===== src/hw/rtl/awsf_pkg.sv =====
// awsf_pkg: shared types, opcodes and helpers for the alu with status flags
// used by awsf_exec, awsf_flags and alu_with_status_flags; no dependencies
package awsf_pkg;

  localparam int unsigned DATA_W  = 16;
  localparam int unsigned BYTE_W  = 8;
  localparam int unsigned CNT_W   = 5;
  localparam logic [DATA_W-1:0] MASK16 = 16'hFFFF;
  localparam logic [DATA_W-1:0] MASK8  = 16'h00FF;

  typedef enum logic [3:0] {
    OP_ADD = 4'd0,
    OP_SUB = 4'd1,
    OP_AND = 4'd2,
    OP_OR  = 4'd3,
    OP_XOR = 4'd4,
    OP_NEG = 4'd5,
    OP_SHL = 4'd6,
    OP_SHR = 4'd7,
    OP_SAR = 4'd8
  } op_t;

  // operands after input register
  typedef struct packed {
    logic [3:0]        op;
    logic              bytem;
    logic [DATA_W-1:0] a;
    logic [DATA_W-1:0] b;
    logic [CNT_W-1:0]  cnt;
  } opnd_t;

  // alu core output
  typedef struct packed {
    logic [DATA_W-1:0] res;
    logic              cf;
    logic              of;
    logic              ok;
    logic              bytem;
  } exec_t;

  typedef struct packed {
    logic zf;
    logic sf;
    logic pf;
  } flags_t;

  function automatic logic msb_of(input logic [DATA_W-1:0] v, input logic bytem);
    msb_of = bytem ? v[BYTE_W-1] : v[DATA_W-1];
  endfunction

endpackage


===== src/hw/rtl/awsf_exec.sv =====
// awsf_exec: add, subtract, logic, negate and shift core with carry and overflow
// depends on awsf_pkg
module awsf_exec (
  input  awsf_pkg::opnd_t opnd,
  output awsf_pkg::exec_t ex
);

  logic [awsf_pkg::DATA_W-1:0] mask;
  logic [awsf_pkg::DATA_W:0]   sum;
  logic [awsf_pkg::DATA_W-1:0] diff;
  logic [awsf_pkg::CNT_W-1:0]  cnt_m1;
  logic [31:0]                 shl_w;
  logic [31:0]                 shl_p;
  logic [31:0]                 ext;
  logic [31:0]                 sar_w;
  logic [31:0]                 sar_p;
  logic [awsf_pkg::DATA_W-1:0] shr_r;
  logic [awsf_pkg::DATA_W-1:0] shr_p;
  logic                        sa;
  logic                        sb;
  logic                        sr;
  logic                        cnz;

  always_comb begin
    mask   = opnd.bytem ? awsf_pkg::MASK8 : awsf_pkg::MASK16;
    sa     = awsf_pkg::msb_of(opnd.a, opnd.bytem);
    sb     = awsf_pkg::msb_of(opnd.b, opnd.bytem);
    sum    = {1'b0, opnd.a} + {1'b0, opnd.b};
    diff   = (opnd.a - opnd.b) & mask;
    cnt_m1 = opnd.cnt - 5'd1;
    cnz    = (opnd.cnt != '0);
    shl_w  = {16'h0000, opnd.a} << opnd.cnt;
    shl_p  = {16'h0000, opnd.a} << cnt_m1;
    shr_r  = opnd.a >> opnd.cnt;
    shr_p  = opnd.a >> cnt_m1;
    ext    = sa ? {16'hFFFF, opnd.a | ~mask} : {16'h0000, opnd.a};
    sar_w  = $unsigned($signed(ext) >>> opnd.cnt);
    sar_p  = $unsigned($signed(ext) >>> cnt_m1);

    ex.res   = '0;
    ex.cf    = 1'b0;
    ex.of    = 1'b0;
    ex.ok    = 1'b1;
    ex.bytem = opnd.bytem;
    sr       = 1'b0;

    unique case (opnd.op)
      awsf_pkg::OP_ADD: begin
        ex.res = sum[awsf_pkg::DATA_W-1:0] & mask;
        ex.cf  = opnd.bytem ? sum[awsf_pkg::BYTE_W] : sum[awsf_pkg::DATA_W];
        sr     = awsf_pkg::msb_of(ex.res, opnd.bytem);
        ex.of  = (sa == sb) && (sr != sa);
      end
      awsf_pkg::OP_SUB: begin
        ex.res = diff;
        ex.cf  = (opnd.a < opnd.b);
        sr     = awsf_pkg::msb_of(diff, opnd.bytem);
        ex.of  = (sa != sb) && (sr != sa);
      end
      awsf_pkg::OP_AND: ex.res = opnd.a & opnd.b;
      awsf_pkg::OP_OR:  ex.res = opnd.a | opnd.b;
      awsf_pkg::OP_XOR: ex.res = opnd.a ^ opnd.b;
      awsf_pkg::OP_NEG: begin
        ex.res = (16'h0000 - opnd.a) & mask;
        ex.cf  = (opnd.a != '0);
      end
      awsf_pkg::OP_SHL: begin
        ex.res = shl_w[awsf_pkg::DATA_W-1:0] & mask;
        ex.cf  = cnz & awsf_pkg::msb_of(shl_p[awsf_pkg::DATA_W-1:0], opnd.bytem);
        ex.of  = awsf_pkg::msb_of(ex.res, opnd.bytem) != ex.cf;
      end
      awsf_pkg::OP_SHR: begin
        ex.res = shr_r & mask;
        ex.cf  = cnz & shr_p[0];
        ex.of  = awsf_pkg::msb_of(ex.res, opnd.bytem);
      end
      awsf_pkg::OP_SAR: begin
        ex.res = sar_w[awsf_pkg::DATA_W-1:0] & mask;
        ex.cf  = cnz & sar_p[0];
        ex.of  = awsf_pkg::msb_of(ex.res, opnd.bytem);
      end
      default: ex.ok = 1'b0;
    endcase
  end

endmodule


===== src/hw/rtl/awsf_flags.sv =====
// awsf_flags: zero, sign and parity flags from a registered alu result
// depends on awsf_pkg
module awsf_flags (
  input  awsf_pkg::exec_t  ex,
  output awsf_pkg::flags_t fl
);

  always_comb begin
    fl.zf = ex.ok & (ex.res == '0);
    fl.sf = ex.ok & awsf_pkg::msb_of(ex.res, ex.bytem);
    fl.pf = ex.ok & ~(^ex.res[awsf_pkg::BYTE_W-1:0]);
  end

endmodule


===== src/hw/rtl/alu_with_status_flags.sv =====
// alu_with_status_flags: three-stage pipelined alu with 8086-style flags
// depends on awsf_pkg, awsf_exec and awsf_flags
//
// One request enters per cycle while req_ready is high: stage one registers the
// masked operands, stage two holds the adder and barrel shifter output with carry
// and overflow, stage three holds the result with zero, sign and parity.
// The result register waits for rsp_ready while later requests keep moving into
// empty stages; req_ready falls only when all three stages hold a request.
module alu_with_status_flags (
  input  logic        clk,
  input  logic        rst,
  input  logic        req_valid,
  output logic        req_ready,
  input  logic [3:0]  opcode,
  input  logic        byte_mode,
  input  logic [15:0] operand_a,
  input  logic [15:0] operand_b,
  input  logic [4:0]  shift_count,
  output logic        rsp_valid,
  input  logic        rsp_ready,
  output logic [15:0] result,
  output logic        carry_flag,
  output logic        overflow_flag,
  output logic        zero_flag,
  output logic        sign_flag,
  output logic        parity_flag
);

  logic             v1;
  logic             v2;
  logic             v3;
  logic             adv1;
  logic             adv2;
  logic             adv3;
  awsf_pkg::opnd_t  s1;
  awsf_pkg::exec_t  s2;
  awsf_pkg::exec_t  ex_next;
  awsf_pkg::flags_t fl_next;
  logic             bytem3;

  assign adv3      = !v3 || rsp_ready;
  assign adv2      = !v2 || adv3;
  assign adv1      = !v1 || adv2;
  assign req_ready = adv1;
  assign rsp_valid = v3;

  awsf_exec u_exec (
    .opnd (s1),
    .ex   (ex_next)
  );

  awsf_flags u_flags (
    .ex (s2),
    .fl (fl_next)
  );

  always_ff @(posedge clk) begin
    if (rst) begin
      v1 <= 1'b0;
      v2 <= 1'b0;
      v3 <= 1'b0;
    end else begin
      if (adv1) v1 <= req_valid;
      if (adv2) v2 <= v1;
      if (adv3) v3 <= v2;
    end
  end

  // operand register
  always_ff @(posedge clk) begin
    if (adv1 && req_valid) begin
      s1.op    <= opcode;
      s1.bytem <= byte_mode;
      s1.a     <= byte_mode ? (operand_a & awsf_pkg::MASK8) : operand_a;
      s1.b     <= byte_mode ? (operand_b & awsf_pkg::MASK8) : operand_b;
      s1.cnt   <= shift_count;
    end
  end

  always_ff @(posedge clk) begin
    if (adv2 && v1) s2 <= ex_next;
  end

  always_ff @(posedge clk) begin
    if (adv3 && v2) begin
      result        <= s2.res;
      carry_flag    <= s2.cf;
      overflow_flag <= s2.of;
      zero_flag     <= fl_next.zf;
      sign_flag     <= fl_next.sf;
      parity_flag   <= fl_next.pf;
      bytem3        <= s2.bytem;
    end
  end

`ifndef SYNTHESIS
  a_accept_fills_s1: assert property (@(posedge clk) disable iff (rst)
    req_valid && req_ready |=> v1)
    else $error("accepted request missing from stage one");

  a_s2_holds: assert property (@(posedge clk) disable iff (rst)
    v2 && !adv2 |=> v2 && $stable(s2))
    else $error("stalled stage two changed");

  a_byte_upper_zero: assert property (@(posedge clk) disable iff (rst)
    v3 && bytem3 |-> result[15:8] == 8'h00)
    else $error("byte result has nonzero upper byte");

  a_zero_flag: assert property (@(posedge clk) disable iff (rst)
    v3 && zero_flag |-> result == 16'h0000 && !sign_flag)
    else $error("zero flag with nonzero result or sign set");

  a_full_stall: assert property (@(posedge clk) disable iff (rst)
    v1 && v2 && v3 && !rsp_ready |-> !req_ready)
    else $error("request taken into a full pipeline");
`endif

endmodule


===== config.mk =====
export PLATFORM = sky130hd
export DESIGN_NAME = alu_with_status_flags
export DESIGN_NICKNAME = d
export VERILOG_FILES = /design/src/hw/rtl/awsf_pkg.sv /design/src/hw/rtl/awsf_exec.sv /design/src/hw/rtl/awsf_flags.sv /design/src/hw/rtl/alu_with_status_flags.sv
export SDC_FILE = /design/constraint.sdc
export NUM_CORES = 1
export LEC_CHECK = 0
export ABC_AREA = 1
export BUFFER_PORTS_ARGS = -buffer_cell sky130_fd_sc_hd__buf_4
export CELL_PAD_IN_SITES_DETAIL_PLACEMENT = 0
export CELL_PAD_IN_SITES_GLOBAL_PLACEMENT = 1
export CORE_UTILIZATION = 45
export CTS_CLUSTER_DIAMETER = 80
export DETAILED_ROUTE_END_ITERATION = 8
export GPL_TIMING_DRIVEN = 0
export PLACE_DENSITY_LB_ADDON = 0.1
export SETUP_SLACK_MARGIN = 0.1
export SYNTH_ARGS = -nofsm -noshare
export SYNTH_HDL_FRONTEND = slang
export SYNTH_SLANG_ARGS = --single-unit

===== constraint.sdc =====
create_clock -name clk -period 2.8 [get_ports clk]
set_clock_uncertainty 0.2 [all_clocks]
set_input_delay 0.42 -clock clk [delete_from_list [all_inputs] [get_ports clk]]
set_output_delay 0.42 -clock clk [all_outputs]
set_load 0.03 [all_outputs]

[Yosys cells after proc, flatten, opt, wreduce, memory -nomap -nowiden]
Cells that the tools add are included.
Word-level totals
  register bits after elaboration: 86
  bits of input ports: 46
  output and inout bits: 23
Cells by class
  add/subtract/negate cells: 4
  order comparisons: 1
  equal/unequal tests: 13
  shift-type cells: 6
  muxes and demuxes: 16
  bitwise gates (word level): 18
  reductions and logical operators: 17
Operator list (count)
  case mux 16 bit (9 select lines): 1
  bitwise AND 16 bit: 7
  2-to-1 mux 32 bit: 1
  OR 16 bit: 2
  left shift 16 x 5 -> 16 bit: 2
  >>> shifter 32 x 5 -> 1 bit: 1
  >>> shifter 32 x 5 -> 16 bit: 1
  adder 16 x 16 -> 17 bit: 1
  == test 4 x 3 -> 1 bit, second input constant: 4
  logical NOT 16 bit: 1
  < comparator 16 bit: 1
  2-to-1 mux 16 bit: 1
  inverter 16 bit: 1
  nonzero test 16 bit: 1
  >> shifter 16 x 5 -> 1 bit: 1
  >> shifter 16 x 5 -> 16 bit: 1
  subtractor 1 x 16 -> 16 bit, first input constant: 1
  subtractor 16 bit: 1
  bitwise XOR 16 bit: 1
  2-to-1 mux 1 bit: 11
  OR reduction 9 bit: 1
  == test 4 x 2 -> 1 bit, second input constant: 2
  parity 8 bit: 1
  bitwise AND 1 bit: 6
  13 further kinds: 24

[Longest topological paths before layout]
  depth after elaboration: 8
  depth in mapped cells: 18
  gate-level depth less buffers: 16

[By module]
Synthesis repeated with hierarchy kept, for this count alone.
Second synthesis, totals
  cell total of the unflattened synthesis: 1211
  area total of the unflattened synthesis: 8211.6 um^2
By module, submodules not included
  awsf_exec: instances 1, cells an instance 1038, area each 5256.3 um^2
  alu_with_status_flags: instances 1, cells an instance 135, area each 2770.2 um^2
  awsf_flags: instances 1, cells an instance 38, area each 185.2 um^2

[Least setup slack after synthesis]
Ideal clock, no wire load.
  path kind: reg-to-reg
  start: register s1[1] (netlist bit)
  end: register s2[2] (netlist bit) (data pin)
  arrival: 2.045 ns
  slack: 0.298 ns
  cell stages (with the launch flop): 15
  buffers on the path: 2
  cells stage by stage: edfxtp_1 -> inv_2 -> buf_1 -> ha_1 -> clkbuf_1 -> inv_1 -> nand3_1 -> nand3_1 -> nand3_1 -> nand3_1 -> nand3_1 -> nand3_1 -> nand2_1 -> inv_1 -> nand3_2
RTL lines
  start, declared: line alu_with_status_flags.sv:35  | awsf_pkg::opnd_t s1;
  end signal, assigned: line alu_with_status_flags.sv:81  | if (adv2 && v1) s2 <= ex_next;
  end, declared: line alu_with_status_flags.sv:36  | awsf_pkg::exec_t s2;

==> run metrics <==
die width=138 um; Crit path max-delay family=adder cells; Tot GR Track Use=0.347; WP buf/inv=4; H-Tree Depth=3; number of global-route vias before repair=8417; CP max-delay cell=edfxtp_1; clock tree sinks=86; worst-path fanout max=5; CTS clock-pin slew for the worst setup and hold paths=roughly 0.08 ns; I/O pins=69; layout cells sized above 1=0.222; Core Region=between 15000 and 20000 um^2; sequential area share after synthesis=0.306; global-route wire length before repair=approximately 50000 um; Crit path required time=roughly 2.7 ns; Synth Instances=roughly 1200; Yosys cell types=just under 60; via count=roughly 8900; grt ovf=0; Die ar.=approximately 19000 um^2; Setup violations, final=0; CTS Buf Count=9; vias per cell=5.69; worst-margin pin slew=0.707 ns; Max Buffers Root-to-Sink=2; Setup crit end kind=flip-flop; WL/cell=~21 um; largest net degree at the start of global routing=36; IO buf count=68; Leak Pwr=4.75 nW; Worst VDD drop=about 310 uV; HPWL after detailed placement=approximately 26000 um; CP peak stage delay=~0.43 ns; Slew HR=0.528; DRT Pass-1 Iters=8; starting DRC count in detailed routing=1002; Worst-Skew Late Latency=0.37 ns; RePlAce Congestion=~0.98; final period utilization=0.965; Max Transition Viols Final=0; FMAX=roughly 370 MHz; crit path DAT=between 2 and 3 ns; final worst slack=between 0.09 and 0.1 ns; power per cell area=about 400 nW/um^2; total wire length=about 33000 um; Ys Warns=0; Final Cell Area=10100 um^2; Max-Cap Viols=0; detailed-route DRC error count=20; Final #Nets=roughly 1400; Net Count, Synth=1325; Setup CP Type=reg -> reg; placed inst area=approximately 9000 um^2; DP Worst Slack=-0.470 ns; Util after Layout=0.560; clock period minus worst slack=between 2 and 3 ns; post-route ant nets=0; status=complete, but fails checks; Die Y=138 um; failing checks=design-rule violations; Starting Density=0.462; row count=49; Yosys reg bits=86; CP Launch Type=flip-flop; root buf cell=clkbuf_16; Diodes inserted=0; CP most frequent cell=inv_1; RSZ-0062 raised after global routing=true; Hold Crit Class=in -> reg; Syn Std Cell Area=8350 um^2; P&R area growth vs syn=21.4%; CTS tree=built; CP Cell Sequence=inv_2 > ha_2 > inv_1 > fa_2 > inv_1 > o21ai_4 > buf_4 > o21ai_2 > nand3_2 > a211oi_4 > nand3_1; initial antenna violation count=0; synthesized area per cell=about 7 um^2; Final Hold Fails=0
Yosys cell counts (all sizes together):
library cell | number | area share
nand2 | 327 | 0.15
nand3 | 168 | 0.10
inv | 160 | 0.073
nor2 | 131 | 0.065
edfxtp | 83 | 0.30
a21oi | 67 | 0.042
o21ai | 66 | 0.042
ha | 55 | 0.082
buf | 35 | 0.028
nand4 | 26 | 0.019
nor3 | 17 | 0.012
o22ai | 12 | 0.0090
o211ai | 11 | 0.010
o21a | 6 | 0.0054
a211oi | 5 | 0.0045
clkbuf | 5 | 0.0022
a221oi | 4 | 0.0042
and2 | 4 | 0.0033
nand3b | 4 | 0.0036
and3 | 3 | 0.0022
dfxtp | 3 | 0.0072
or2 | 3 | 0.0022
xnor2 | 3 | 0.0031
xor2 | 3 | 0.0031
a21boi | 2 | 0.0018
a21o | 2 | 0.0018
clkinv | 2 | 0.00090
fa | 2 | 0.0048
nor4 | 2 | 0.0015
o21bai | 2 | 0.0018
o221ai | 2 | 0.0021
a22o | 1 | 0.0010
a22oi | 1 | 0.00090
a31o | 1 | 0.0010
a31oi | 1 | 0.00075
o2111ai | 1 | 0.0010
o31ai | 1 | 0.00090
o32ai | 1 | 0.0010
through the flow:
stage | hold slack, ns | TNS [ns] | power (mW) | std cells
finish | 0.0273 | 0 | 4.16 | 1571
CTS | 0.0262 | 0 | 4.05 | 1559
global placement | 0.203 | -4.01 | 2.72 | 1519
global route | 0.0248 | -0.00242 | 4.33 | 1571
detailed placement | 0.212 | -3.60 | 2.72 | 1521
floorplan | 0.200 | 0 | 2.32 | 1222
path summary, 6_finish.rpt:
kind | startpoint | slack, ns | cells past startpoint | endpoint
setup / recovery | s1[21]$_DFFE_PP_ | 0.1 | 11 | s2[8]$_DFFE_PP_
hold / removal | operand_b[7] | 0.03 | 1 | s1[12]$_DFFE_PP_
setup reg to reg | s1[21]$_DFFE_PP_ | 0.1 | 11 | s2[8]$_DFFE_PP_
hold reg to reg | s2[3]$_DFFE_PP_ | 0.23 | 0 | carry_flag$_DFFE_PP_
repair_timing:
item | CTS | global route
gates resized for setup | 45 | 76
hold buffers | 0 | 0
endpoints found under the setup margin | 18 | 18
buffers inserted | 23 | 12
cloned | 0 | 0
pin swaps | 10 | 20
area by class of cell:
type	count	area [um^2]
fill	1861	7960
timing repair buffer	105	825
clock inverter	6	70.1
multi-input combinational	934	5250
buffer	39	275
sequential	86	2550
clock buffer	10	229
tap	229	287
inverter	162	641
flip-flops by register name (all words and copies together) (netlist names):
register and flops:
parity_flag 1, result 16, s1 42, rsp_valid 1
zero_flag 1, carry_flag 1, s2 20, sign_flag 1
v1 1, overflow_flag 1, v2 1
power breakdown:
part / total [mW] / internal, mW / switching [mW]
Combinational: 1.35 / 0.452 / 0.896
Clock: 1.27 / 0.701 / 0.571
Sequential: 1.54 / 1.49 / 0.0478
logic make-up after synthesis:
family,Yosys count,synth area share
AO/OA/AOI/OAI,186,0.132
XOR/XNOR,6,0.00630
adder cells (fa/ha/maj),57,0.0872
buffers and inverters,202,0.104
flip-flops,86,0.306
AND/OR/NAND/NOR,685,0.365
layer usage:
| layer | up-vias | global-route usage | routed length, um |
|---|---|---|---|
| met4 | 0 | 0.135 | 1030 |
| met1 | 4119 | 0.463 | 14200 |
| met5 | - | 0 | 0 |
| li1 | 4326 | - | - |
| met2 | 430 | 0.528 | 14100 |
| met3 | 58 | 0.104 | 3280 |
cells in the final DEF, fill, tap and decap left out, types with 4 or more instances in the layout:
master      synthesis  layout
a21oi_1            64      57
a21oi_2             3      10
a221oi_1            4       4
buf_2              21      16
buf_4               5     107
buf_6               6      10
clkbuf_1            5       5
clkbuf_16           0       9
clkinvlp_4          0       4
edfxtp_1           83      83
ha_1               55      48
ha_4                0       5
inv_1             145     123
inv_2              14      28
inv_4               0       6
nand2_1           314     304
nand2_2            11      20
nand3_1           164     152
nand3_2             4      16
nand3b_1            4       4
nand4_1            26      26
nor2_1            119     108
nor2_2              7      13
nor2_4              5      10
nor3_1             15      12
o211ai_1           10      10
o21a_1              6       6
o21ai_0            51      46
o21ai_1             9      12
o21ai_2             6       7
o22ai_1            12      11
Power figures use the tool's default switching activity.
